$ cat src/rtl/core/sppo_pkg.sv
// sppo_pkg: shared sizes, types and sequencer states for the polygon orderer
// no dependencies
`timescale 1ns / 1ps
`default_nettype none
package sppo_pkg;
	localparam int MaxPoints = 64;
	localparam int CoordBits = 16;
	localparam int IdxBits = $clog2(MaxPoints);
	localparam int CntBits = $clog2(MaxPoints + 1);
	localparam int DiffBits = CoordBits + 1;
	localparam int ProdBits = 2 * DiffBits;
	localparam int AccBits = ProdBits + 1;

	typedef logic [IdxBits-1:0] idx_t;
	typedef logic [CntBits-1:0] cnt_t;
	typedef logic signed [CoordBits-1:0] coord_t;
	typedef logic signed [DiffBits-1:0] diff_t;
	typedef logic signed [AccBits-1:0] acc_t;

	typedef enum logic [4:0] {
		ST_LOAD, ST_REF_RD, ST_REF_CMP,
		ST_INS_START, ST_INS_RD_ORD, ST_INS_RD_PT, ST_INS_M1, ST_INS_M2,
		ST_INS_D1, ST_INS_D2, ST_INS_DEC, ST_INS_PLACE,
		ST_CHK_START, ST_CHK_RD_ORD, ST_CHK_RD_PT, ST_CHK_M1, ST_CHK_M2, ST_CHK_DEC,
		ST_OUT_RD, ST_OUT_WAIT, ST_OUT_SHOW, ST_FAIL
	} state_t;

	// operation select for the shared multiply-accumulate unit
	typedef enum logic [1:0] {MAC_LOAD_MUL, MAC_SUB_MUL, MAC_ADD_MUL} mac_op_t;

	typedef struct packed {
		logic    en;
		mac_op_t op;
	} mac_ctl_t;
endpackage
`default_nettype wire

$ cat src/rtl/core/simple_polygon_polar_order.sv
// simple_polygon_polar_order: top level, point stores, sequencer and output register
// depends on sppo_pkg and sppo_mac
`timescale 1ns / 1ps
`default_nettype none
// Points load one beat per cycle into on-chip stores. The beat with final_point
// set starts the ordering and in_stall stays high until the last result beat has
// been taken. The ordering runs on one shared multiply-accumulate unit: a reference
// scan, then an insertion sort where each compare forms the cross product and, when
// it is zero, also compares the two distances (two products for the cross product,
// two more for each distance), then a collinear-tail scan and the result beats.
// Results are zero-based input positions; no_polygon marks the single result
// given for fewer than three points or an all-collinear set.
module simple_polygon_polar_order (
	input  wire                 clk,
	input  wire                 arst_n,
	input  wire                 in_valid,
	output logic                in_stall,
	input  sppo_pkg::coord_t    coord_x,
	input  sppo_pkg::coord_t    coord_y,
	input  wire                 final_point,
	output logic                out_valid,
	input  wire                 out_stall,
	output logic [5:0]          point_index,
	output logic                no_polygon,
	output logic                end_of_run
);
	import sppo_pkg::*;

	coord_t x_mem [MaxPoints];
	coord_t y_mem [MaxPoints];
	idx_t   ord_mem [MaxPoints];

	state_t state_q, state_d;
	cnt_t   cnt_q;      // point_count
	cnt_t   n_q;        // set size
	idx_t   ref_q;
	coord_t rx_q, ry_q, cx_q, cy_q; // reference and best/current coordinates
	cnt_t   i_q, j_q, m_q;
	idx_t   oj_q;       // order_store[j-1] in the insertion sort
	coord_t ax_q, ay_q, bx_q, by_q;
	acc_t   t_q;        // saved distance term
	idx_t   got_q;
	logic   tail_q;     // emitting the reversed tail

	// registered memory reads
	idx_t   pt_addr, ord_addr;
	coord_t px_rd, py_rd;
	idx_t   ord_rd;
	logic   in_acc, out_acc;

	assign in_acc = in_valid && !in_stall;
	assign out_acc = out_valid && !out_stall;

	always_ff @(posedge clk) begin
		px_rd <= x_mem[pt_addr];
		py_rd <= y_mem[pt_addr];
		ord_rd <= ord_mem[ord_addr];
		if (in_acc && cnt_q < cnt_t'(MaxPoints)) begin
			x_mem[cnt_q[IdxBits-1:0]] <= coord_x;
			y_mem[cnt_q[IdxBits-1:0]] <= coord_y;
		end
	end

	// ordering store write
	logic ord_we;
	idx_t ord_wa, ord_wd;
	always_ff @(posedge clk) begin
		if (ord_we) ord_mem[ord_wa] <= ord_wd;
	end

	// shared multiply-accumulate
	mac_ctl_t mac_ctl;
	diff_t    mac_a, mac_b;
	acc_t     acc;
	sppo_mac u_mac (.clk(clk), .ctl(mac_ctl), .op_a(mac_a), .op_b(mac_b), .acc(acc));

	function automatic diff_t dif(coord_t a, coord_t b);
		return diff_t'(a) - diff_t'(b);
	endfunction

	// insertion compare is sequenced in D1/D2 with a distance sub-phase
	logic dphase_q; // 0: cross done in acc, 1: distances
	logic [1:0] dstep_q;

	// next state
	always_comb begin
		state_d = state_q;
		case (state_q)
			ST_LOAD:      if (in_acc && final_point) state_d = ST_REF_RD;
			ST_REF_RD:    state_d = ST_REF_CMP;
			ST_REF_CMP:   state_d = (i_q + 1'b1 >= n_q) ? ST_INS_START : ST_REF_RD;
			ST_INS_START: begin
				if (i_q >= n_q) state_d = ST_CHK_START;
				else if (i_q[IdxBits-1:0] == ref_q) state_d = ST_INS_START;
				else state_d = ST_INS_RD_ORD;
			end
			ST_INS_RD_ORD: state_d = (j_q > cnt_t'(1)) ? ST_INS_RD_PT : ST_INS_PLACE;
			ST_INS_RD_PT:  state_d = ST_INS_M1;
			ST_INS_M1:     state_d = ST_INS_M2;
			ST_INS_M2:     state_d = ST_INS_D1;
			ST_INS_D1: begin
				if (!dphase_q)
					state_d = (acc != 0) ? (acc > 0 ? ST_INS_DEC : ST_INS_PLACE)
					                     : ST_INS_D1;
				else
					state_d = (dstep_q == 2'd3) ? ST_INS_D2 : ST_INS_D1;
			end
			// acc holds dist2(j), t_q holds dist2(i)
			ST_INS_D2:     state_d = (t_q < acc || (t_q == acc && i_q[IdxBits-1:0] < oj_q))
			                         ? ST_INS_DEC : ST_INS_PLACE;
			ST_INS_DEC:    state_d = ST_INS_RD_ORD;
			ST_INS_PLACE:  state_d = ST_INS_START;
			ST_CHK_START:  state_d = (n_q < cnt_t'(3) || i_q < cnt_t'(1)) ? ST_FAIL
			                                                            : ST_CHK_RD_ORD;
			ST_CHK_RD_ORD: state_d = ST_CHK_RD_PT;
			ST_CHK_RD_PT:  state_d = ST_CHK_M1;
			ST_CHK_M1:     state_d = ST_CHK_M2;
			ST_CHK_M2:     state_d = ST_CHK_DEC;
			ST_CHK_DEC:    state_d = (acc != 0) ? ST_OUT_RD : ST_CHK_START;
			ST_OUT_RD:     state_d = ST_OUT_WAIT;
			ST_OUT_WAIT:   state_d = ST_OUT_SHOW;
			ST_OUT_SHOW:   if (out_acc) state_d = end_of_run ? ST_LOAD : ST_OUT_RD;
			ST_FAIL:       if (out_acc) state_d = ST_LOAD;
			default:       state_d = ST_LOAD;
		endcase
	end

	// outputs and datapath controls
	always_comb begin
		in_stall = (state_q != ST_LOAD);
		out_valid = (state_q == ST_OUT_SHOW) || (state_q == ST_FAIL);
		no_polygon = (state_q == ST_FAIL);
		point_index = (state_q == ST_FAIL) ? 6'd0 : 6'(ord_rd);
		end_of_run = (state_q == ST_FAIL) ||
		             (tail_q ? (i_q == cnt_t'(got_q) + 1'b1) :
		              (i_q == cnt_t'(got_q) && n_q - 1'b1 == cnt_t'(got_q)));
		pt_addr = i_q[IdxBits-1:0];
		ord_addr = idx_t'(j_q - 1'b1);
		ord_we = 1'b0;
		ord_wa = j_q[IdxBits-1:0];
		ord_wd = oj_q;
		mac_ctl = '{en: 1'b0, op: MAC_LOAD_MUL};
		mac_a = dif(ax_q, rx_q);
		mac_b = dif(by_q, ry_q);
		case (state_q)
			ST_LOAD: ord_addr = '0;
			// reference goes first in the order
			ST_INS_START: begin
				ord_we = 1'b1;
				ord_wa = '0;
				ord_wd = ref_q;
			end
			ST_INS_RD_PT: pt_addr = ord_rd;
			// second operand arrives from the store in this cycle
			ST_INS_M1, ST_CHK_M1: begin
				mac_ctl = '{en: 1'b1, op: MAC_LOAD_MUL};
				mac_b = dif(py_rd, ry_q);
			end
			ST_INS_M2, ST_CHK_M2: begin
				mac_ctl = '{en: 1'b1, op: MAC_SUB_MUL};
				mac_a = dif(ay_q, ry_q);
				mac_b = dif(bx_q, rx_q);
			end
			ST_INS_D1: begin
				// dist2(i) = dx^2 then dy^2, dist2(j) below
				mac_ctl = '{en: 1'b1, op: dstep_q[0] ? MAC_ADD_MUL : MAC_LOAD_MUL};
				mac_a = dstep_q[1] ? dif(bx_q, rx_q) : dif(ax_q, rx_q);
				mac_b = mac_a;
				if (dstep_q[0]) begin
					mac_a = dstep_q[1] ? dif(by_q, ry_q) : dif(ay_q, ry_q);
					mac_b = mac_a;
				end
			end
			ST_INS_PLACE: begin
				ord_we = 1'b1;
				ord_wd = i_q[IdxBits-1:0];
			end
			ST_INS_DEC: begin
				ord_we = 1'b1;
				ord_wa = j_q[IdxBits-1:0];
				ord_wd = oj_q;
			end
			ST_CHK_START: ord_addr = idx_t'(n_q - 1'b1);
			ST_CHK_RD_ORD: begin
				ord_addr = i_q[IdxBits-1:0];
				pt_addr = ord_rd;
			end
			ST_CHK_RD_PT: pt_addr = ord_rd;
			ST_OUT_RD, ST_OUT_WAIT, ST_OUT_SHOW: ord_addr = i_q[IdxBits-1:0];
			default: ;
		endcase
		if (state_q == ST_INS_D1 && dphase_q == 1'b0) mac_ctl.en = 1'b0;
		if (state_q == ST_INS_D2) mac_ctl.en = 1'b0;
	end

	// sequencer registers
	always_ff @(posedge clk or negedge arst_n) begin
		if (!arst_n) begin
			state_q <= ST_LOAD;
			cnt_q <= '0;
			ref_q <= '0;
			n_q <= '0;
			i_q <= '0;
			j_q <= '0;
			m_q <= '0;
			tail_q <= 1'b0;
			dphase_q <= 1'b0;
			dstep_q <= '0;
			got_q <= '0;
			t_q <= '0;
		end else begin
			state_q <= state_d;
			case (state_q)
				ST_LOAD: if (in_acc) begin
					if (final_point) begin
						n_q <= (cnt_q < cnt_t'(MaxPoints)) ? cnt_q + 1'b1 : cnt_q;
						cnt_q <= '0;
						ref_q <= '0;
						i_q <= '0;
						tail_q <= 1'b0;
					end else if (cnt_q < cnt_t'(MaxPoints)) begin
						cnt_q <= cnt_q + 1'b1;
					end
				end
				ST_REF_CMP: begin
					if (i_q == '0 || py_rd < cy_q || (py_rd == cy_q && px_rd < cx_q))
						ref_q <= i_q[IdxBits-1:0];
					if (i_q + 1'b1 >= n_q) begin
						i_q <= '0;
						m_q <= cnt_t'(1);
					end else i_q <= i_q + 1'b1;
				end
				ST_INS_START: begin
					if (i_q < n_q && i_q[IdxBits-1:0] == ref_q) i_q <= i_q + 1'b1;
					else if (i_q >= n_q) i_q <= n_q - cnt_t'(2);
					j_q <= m_q;
					dphase_q <= 1'b0;
					dstep_q <= '0;
				end
				ST_INS_D1: begin
					if (!dphase_q) begin
						if (acc == 0) dphase_q <= 1'b1;
					end else begin
						if (dstep_q == 2'd2) t_q <= acc;
						dstep_q <= dstep_q + 1'b1;
					end
				end
				ST_INS_DEC: begin
					j_q <= j_q - 1'b1;
					dphase_q <= 1'b0;
					dstep_q <= '0;
				end
				ST_INS_PLACE: begin
					i_q <= i_q + 1'b1;
					m_q <= m_q + 1'b1;
				end
				ST_CHK_DEC: begin
					if (acc != 0) begin
						got_q <= i_q[IdxBits-1:0];
						i_q <= '0;
					end else i_q <= i_q - 1'b1;
				end
				ST_OUT_SHOW: if (out_acc) begin
					if (!tail_q && i_q == cnt_t'(got_q)) begin
						tail_q <= 1'b1;
						i_q <= n_q - 1'b1;
					end else if (tail_q) i_q <= i_q - 1'b1;
					else i_q <= i_q + 1'b1;
				end
				default: ;
			endcase
		end
	end

	// payload registers: coordinates of reference and compare operands
	always_ff @(posedge clk) begin
		case (state_q)
			ST_REF_CMP: if (i_q == '0 || py_rd < cy_q || (py_rd == cy_q && px_rd < cx_q)) begin
				cx_q <= px_rd;
				cy_q <= py_rd;
			end
			ST_INS_START: begin
				rx_q <= cx_q;
				ry_q <= cy_q;
			end
			ST_INS_RD_PT: begin
				oj_q <= ord_rd;
				ax_q <= px_rd;
				ay_q <= py_rd;
			end
			ST_INS_M1: begin
				bx_q <= px_rd;
				by_q <= py_rd;
			end
			ST_CHK_RD_ORD: oj_q <= ord_rd;
			ST_CHK_RD_PT: begin
				ax_q <= px_rd;
				ay_q <= py_rd;
			end
			ST_CHK_M1: begin
				bx_q <= px_rd;
				by_q <= py_rd;
			end
			default: ;
		endcase
	end
endmodule
`default_nettype wire

$ cat src/rtl/core/sppo_mac.sv
// sppo_mac: shared signed multiply-accumulate used for cross products and distances
// depends on sppo_pkg
`timescale 1ns / 1ps
`default_nettype none
module sppo_mac (
	input  wire                clk,
	input  sppo_pkg::mac_ctl_t ctl,
	input  sppo_pkg::diff_t    op_a,
	input  sppo_pkg::diff_t    op_b,
	output sppo_pkg::acc_t     acc
);
	import sppo_pkg::*;

	logic signed [ProdBits-1:0] prod;
	acc_t acc_q;

	assign prod = op_a * op_b;
	assign acc = acc_q;

	// accumulate one product per cycle while ctl.en is set
	always_ff @(posedge clk) begin
		if (ctl.en) begin
			case (ctl.op)
				MAC_LOAD_MUL: acc_q <= AccBits'(prod);
				MAC_SUB_MUL:  acc_q <= acc_q - AccBits'(prod);
				MAC_ADD_MUL:  acc_q <= acc_q + AccBits'(prod);
				default:      acc_q <= acc_q;
			endcase
		end
	end
endmodule
`default_nettype wire

$ cat config.mk
export PLATFORM = sky130hd
export DESIGN_NAME = simple_polygon_polar_order
export DESIGN_NICKNAME = d
export VERILOG_FILES = /design/src/rtl/core/sppo_pkg.sv /design/src/rtl/core/simple_polygon_polar_order.sv /design/src/rtl/core/sppo_mac.sv
export SDC_FILE = /design/constraint.sdc
export NUM_CORES = 2
export LEC_CHECK = 0
export BUFFER_PORTS_ARGS = -buffer_cell sky130_fd_sc_hd__clkbuf_2
export CAP_MARGIN = 10
export CORE_MARGIN = 2
export CORE_UTILIZATION = 65
export CTS_CLUSTER_SIZE = 14
export DETAILED_ROUTE_END_ITERATION = 16
export HOLD_SLACK_MARGIN = 0.06
export PLACE_DENSITY = 0.83
export SLEW_MARGIN = 20
export SYNTH_ARGS = -nofsm -noshare
export SYNTH_HDL_FRONTEND = slang
export SYNTH_HIERARCHICAL = 1
export SYNTH_SLANG_ARGS = --single-unit
$ cat constraint.sdc
create_clock -name clk -period 27.6 [get_ports clk]
set_input_delay 4.14 -clock clk [delete_from_list [all_inputs] [get_ports clk]]
set_output_delay 4.14 -clock clk [all_outputs]
set_load 0.1 [all_outputs]
Yosys cells after proc, flatten, opt, wreduce, memory -nomap -nowiden --
Memories as Yosys holds them, arrays and structs flattened. A register that Yosys moved wholly into a read port is not among the register bits. Index checks and enable logic that the tools add are counted.
Storage, ports and cells: bits in registers 260, bits in latches 0, memory bits (writable) 2432, memory bits (read-only) 0, output and inout port bits 10, memories kept 3
Memories:
- x_mem | depth 64, bits a word 16, rd ports 1, clocked after Yosys merged registers in 1, write ports 1, line simple_polygon_polar_order.sv:29 | coord_t x_mem [MaxPoints];
- y_mem | depth 64, bits a word 16, rd ports 1, clocked after Yosys merged registers in 1, write ports 1, line simple_polygon_polar_order.sv:30 | coord_t y_mem [MaxPoints];
- ord_mem | depth 64, bits a word 6, rd ports 1, clocked after Yosys merged registers in 1, write ports 1, line simple_polygon_polar_order.sv:31 | idx_t ord_mem [MaxPoints];
Operators by class: add/sub/neg operators 16, multipliers 1, divide/modulo/power cells 0, $lt $le $gt $ge 12, equality and inequality tests 41, shift operators 0, mux-type cells 66, bitwise operators 1, reductions and logical operators 52
Operator list (count):
- one-hot mux 5 bit (22 select lines) | 1
- one-hot mux 35 bit (3 select lines) | 1
- subtractor 16 x 16 -> 17 bit | 5
- two-way mux 7 bit | 12
- two-way mux 17 bit | 3
- one-hot mux 17 bit (3 select lines) | 1
- one-hot mux 7 bit (6 select lines) | 1
- == test 5 x 4 -> 1 bit (second input constant) | 8
- two-way mux 6 bit | 6
- adder 35 x 34 -> 35 bit | 1
- == test 35 bit | 1
- greater-than comparator 35 x 1 -> 1 bit (second input constant) | 1
- zero test 35 bit | 1
- less-than comparator 35 bit | 1
- nonzero test 35 bit | 1
- subtractor 35 x 34 -> 35 bit | 1
- multiplier 17 x 17 -> 34 bit | 1
- one-hot mux 17 bit (2 select lines) | 1
- less-than comparator 16 bit | 2
- == test 5 bit (second input constant) | 6
- two-way mux 5 bit | 6
- one-hot mux 7 bit (2 select lines) | 2
- one-hot mux 6 bit (2 select lines) | 2
- adder 7 x 1 -> 7 bit (second input constant) | 3
- 49 further kinds | 121

Logic depth before layout (Yosys ltp) --
depth in word-level cells 8, gate-level depth with buffers 49, mapped depth without buffers 46

Cells and area by module --
The synthesis kept the hierarchy.
Modules (own cells, without submodules):
- simple_polygon_polar_order | instances 1, cells an instance 6145, area each 111112.8 um^2, seq. area each 80091.8 um^2
- sppo_mac | instances 1, cells an instance 1709, area each 15288.4 um^2, seq. area each 1051.0 um^2

Worst setup path after synthesis --
OpenSTA, ideal clock, no wires.
kind reg-to-reg, from register state_q[1], to register u_mac.acc_q[34], in the netlist u_mac/acc[34], data pin, library setup time 0.130 ns, arrival time 11.118 ns, slack 16.352 ns, stages on the path, launching flop included 43, cells stage by stage dfrtp_1 -> clkbuf_1 -> nor2b_1 -> clkbuf_1 -> nand3_1 -> inv_1 -> clkbuf_1 -> a222oi_1 -> nand2_1 -> clkbuf_1 -> clkbuf_1 -> nand2_1 -> fa_1 -> inv_1 -> fa_1 -> fa_1 -> fa_1 -> fa_1 -> (+7 left out) -> a221o_1 -> mux2i_1 -> o31ai_1 -> a211o_1 -> and4bb_2 -> and3_1 -> nor2_1 -> xnor2_1 -> ha_1 -> a21oi_1 -> o211ai_1 -> a211o_1 -> a221oi_2 -> a21oi_2 -> o211a_1 -> or4_1 -> mux2_2 -> nand2_1
On the way: word-level cells in the longest chain between the ends 6
Ends and longest elaborated chain:
- start: declaration | line simple_polygon_polar_order.sv:33 | state_t state_q, state_d;
- start signal: assignment | line simple_polygon_polar_order.sv:212 | state_q <= state_d;
- == test 5 x 3 -> 1 bit, or another cell as far along | line simple_polygon_polar_order.sv:145 | case (state_q)
- OR reduction 2 bit, on equally long branches
- one-hot mux 17 bit (3 select lines) (*) | line simple_polygon_polar_order.sv:145
- via mac_b[8] | line simple_polygon_polar_order.sv:73 | diff_t mac_a, mac_b;
- multiplier 17 x 17 -> 34 bit (*) | line sppo_mac.sv:17 | assign prod = op_a * op_b;
- adder 35 x 34 -> 35 bit / subtractor 35 x 34 -> 35 bit (equally long branches) | line sppo_mac.sv:26, sppo_mac.sv:25
- one-hot mux 35 bit (3 select lines) (*) | line sppo_mac.sv:23 | case (ctl.op)
- end signal: assignment | line sppo_mac.sv:24 | MAC_LOAD_MUL: acc_q <= AccBits'(prod);
- end signal: assignment | line sppo_mac.sv:26 | MAC_ADD_MUL: acc_q <= acc_q + AccBits'(prod);
- end signal: assignment | line sppo_mac.sv:27 | default: acc_q <= acc_q;
- end: declaration | line sppo_mac.sv:15 | acc_t acc_q;
The timed path passes the listed nets; every way through them passes the cells marked *. A chain may end at the register's enable or synchronous reset.

Worst setup path after layout --
from register by_q[0], to register u_mac.acc_q[34], in the netlist u_mac/acc[34], data pin
On the way: word-level cells in the longest chain between the ends 7
Ends and longest elaborated chain:
- start: declaration | line simple_polygon_polar_order.sv:40 | coord_t ax_q, ay_q, bx_q, by_q;
- start signal: assignment | line simple_polygon_polar_order.sv:293 | by_q <= py_rd;
- start signal: assignment | line simple_polygon_polar_order.sv:302 | by_q <= py_rd;
- subtractor 16 x 16 -> 17 bit (*) | line simple_polygon_polar_order.sv:78 | return diff_t'(a) - diff_t'(b);
- two-way mux 17 bit | line simple_polygon_polar_order.sv:170 | mac_a = dstep_q[1] ? dif(by_q, ry_q) : dif(ay_q, ry_q);
- two-way mux 17 bit | line simple_polygon_polar_order.sv:169 | if (dstep_q[0]) begin
- one-hot mux 17 bit (3 select lines) (*) | line simple_polygon_polar_order.sv:145
- via mac_b[16] | line simple_polygon_polar_order.sv:73
- multiplier 17 x 17 -> 34 bit (*) | line sppo_mac.sv:17
- adder 35 x 34 -> 35 bit / subtractor 35 x 34 -> 35 bit (equally long branches) | line sppo_mac.sv:26, sppo_mac.sv:25
- one-hot mux 35 bit (3 select lines) (*) | line sppo_mac.sv:23
Marks and branches as above.

==> flow_summary_export.csv <==
group,metric,value,unit
run_status,status,"complete, no violations",
timing,tightest_slew,1340,ps
floorplan,rows,161,
floorplan,start_util,65.5,%
setup_path,crit_path_max_incr_delay,680,ps
cells_and_area,drive_above_1_share,15.9,%
logic_synthesis,synth_fp_nets,8497,
setup_path,reg2reg_from,"by_q[0]$_DFFE_PN_",
cells_and_area,fillers,10800,
logic_synthesis,synth_cell_types,109,
setup_path,crit_top_cell,"fa_1",
cts,postCtsHoldBufs,0,
logic_synthesis,synth_most_common_cell,"edfxtp_1",
global_routing,grt_pass1_wl,543000,um
setup_path,crit_end,"u_mac/acc[34]$_DFFE_PP_",
cts,numCtsBuffers,280,
routing,via_per_inst,7.21,
setup_path,cp.required,28360,ps
setup_path,critical_path_class,"flop to flop",
setup_path,r2r_cells,42,
logic_synthesis,ys_seq_area_share,64.2,%
logic_synthesis,async_reset_ff_share,3.33,%
setup_path,crit_slowest_cell,"nor4_1",
routing,routedWlPerCell,35.0,um
logic_synthesis,synthFlopType,"edfxtp_1",
placed_design,portBuffers,46,
cts,ctsResizeCount,0,
timing,fmax,77.6,MHz
logic_synthesis,synth-seq-cells,2730,
routing,wirelength,377000,um
floorplan,pin_count,47,
cts,clock_tree.buffer_depth,4,
timing,drv_slew,0,
routing,vias,77600,
cts,clk_latency,980,ps
global_routing,groute.usage.overall,38.4,%
floorplan,die_area,198000,um^2
cells_and_area,finalNetCount,8667,
cts,post_cts_buffers,0,
timing,hold_viol_final,0,
logic_synthesis,synthCells,7854,
cts,clock-sinks,2730,
setup_path,startpoint_type,"flop",
cts,cts_htree_levels,5,
placed_design,gp_congestion,0.951,
logic_synthesis,post-synth-top-area-fraction,61.8,%
timing,skew,111,ps
setup_path,crit_fanout,13,
global_routing,grt_pass1_vias,77400,
timing,rsz0062_at_grt,"false",
cells_and_area,register_area,81100,um^2
cts,tritoncts,"yes",
logic_synthesis,yosysWarnings,6,
timing,post-route-min-period,12890,ps
global_routing,gr-total-overflow,0,
global_routing,antenna_found_initial,34,
logic_synthesis,yosys.area.top_type,"edfxtp_1",
cells_and_area,multi_input_area,42600,um^2
setup_path,end_kind,"flop",
timing,fin_crit_sh,46.7,%
routing,drc,0,
setup_path,reg2reg_to,"u_mac/acc[34]$_DFFE_PP_",
floorplan,die-height,445,um
flow_run,maxCapViolCount,0,
setup_path,r2r_slack,14710,ps
floorplan,core,193000,um^2
cts,path_clk_slew,80,ps
placed_design,dpl.hpwl,200000,um
worst_hold_path,hp-class,"flop to flop",
routing,drtIter0Drc,12000,
routing,first_pass_iters,8,
routing,drt.antenna.violating_nets,0,
logic_synthesis,netlist_area,126000,um^2
cts,cts-root-buf,"clkbuf_16",
cells_and_area,area_growth_syn_to_layout,10.0,%
global_routing,grt_max_degree,134,
floorplan,die_w,445,um
logic_synthesis,syn_avg_cell_area,16.1,um^2
logic_synthesis,synth.area.top_cells,"edfxtp_1, mux4_2, fa_1, mux2i_1, ha_1",
timing,relSlewSlack,10.5,%
timing,final-setup-viol-count,0,
setup_path,setup.worst_path.start,"by_q[0]$_DFFE_PN_",
logic_synthesis,synth-edff-count,2601,
timing,fin_setup_tns,0,ps
logic_synthesis,synth_common_cells,"edfxtp_1, mux4_2, nand2_1, inv_1, mux2i_1",
setup_path,arrival,13650,ps
critical path, delay by kind of cell (launching register included):
| family | cells | cell delay, ps |
|---|---|---|
| adders and majority gates | 10 | 4300 |
| xor gates and xnor gates | 1 | 140 |
| buffers and inverters | 5 | 680 |
| DFF | 1 | 370 |
| and+or+nand+nor | 11 | 3110 |
| AOI/OAI and AO/OA | 15 | 4160 |
cell type report:
type | instances | area share, %
antenna | 21 | 0.0378
clock buffer | 362 | 5.44
clock inverter | 112 | 0.637
inverter | 486 | 1.31
multi-input combinational | 4284 | 30.7
sequential | 2730 | 58.3
tap | 2526 | 2.27
timing repair buffer | 242 | 1.28
how the worst min path moves through the flow:
stage | start | endpoint | slack (ps) | depth (start not counted)
after floorplan | ord_rd[0]$_DFF_P_ | oj_q[0]$_DFFE_PP_ | 420 | 0
after global placement | cy_q[11]$_DFFE_PP_ | ry_q[11]$_DFFE_PP_ | 430 | 0
after detailed placement | cx_q[11]$_DFFE_PP_ | rx_q[11]$_DFFE_PP_ | 430 | 0
after CTS | cy_q[3]$_DFFE_PP_ | ry_q[3]$_DFFE_PP_ | 460 | 0
after global routing | cy_q[3]$_DFFE_PP_ | ry_q[3]$_DFFE_PP_ | 470 | 0
final | cy_q[1]$_DFFE_PP_ | ry_q[1]$_DFFE_PP_ | 460 | 0
routing by layer:
layer  vias to the layer above  part of all wire, %  track usage [%]  routed length (um)
met2                      6843                   47             60.2              177000
met3                      1699                   12             9.83               45500
met4                        24                  9.1             27.8               34200
met1                     38500                   32             46.8              120000
met5                         -                0.042                0                 160
li1                      30500                    -                -                   -
logic make-up after synthesis:
family	Yosys count	synth area share, %
compound gates	988	5.20
xor+xnor	198	1.38
fa+ha+maj	606	7.79
buf+inv	840	2.66
flops	2730	64.2
mux	975	12.9
simple gates	1517	5.90
stage by stage:
stage / instances / area, um^2 / hold WS (ps) / util (%) / worst slack [ps]
6_report: 10800 / 139000 / 457 / 72.1 / 14710
5_1_grt: 10700 / 139000 / 474 / 72.0 / 13990
4_1_cts: 10700 / 139000 / 457 / 71.9 / 14870
3_3_place_gp: 10300 / 130000 / 428 / 67.6 / 15290
2_1_floorplan: 7854 / 126000 / 422 / - / 16350
3_5_place_dp: 10300 / 130000 / 434 / 67.6 / 14960
state kept, by name, indices dropped and copies added, names as in the netlist, 7 cells and up:
name,count
by_q,16
t_q,35
px_rd,16
m_q,7
cnt_q,7
py_rd,16
bx_q,16
ay_q,16
ord_mem,384
i_q,7
n_q,7
ax_q,16
y_mem,1024
u_mac/acc,35
cy_q,16
cx_q,16
ry_q,16
x_mem,1024
j_q,7
rx_q,16
layout by cell type (no fill, tap or decap), drive strengths merged, types with 38 or more instances in the layout:
cell	netlist	final
xnor2	108	108
nor2	317	317
o21ai	200	200
nand2b	46	46
o21a	44	44
dfxtp	38	38
o211ai	38	38
ha	304	304
o22ai	155	155
a2111oi	40	40
inv	485	489
and3	59	59
xor2	90	90
mux2i	424	424
nor2b	49	49
fa	302	302
nand3	111	111
a31oi	42	42
edfxtp	2601	2601
and2	156	156
buf	137	199
nand2	501	501
a21o	65	65
clkinv	1	93
dfrtp	91	91
clkbuf	217	405
nor3	70	70
mux4	518	518
a21oi	192	192
Power is left out: the tool's default activity adds up to more than one toggle a clock period on the data nets, which glitch-free logic cannot reach.
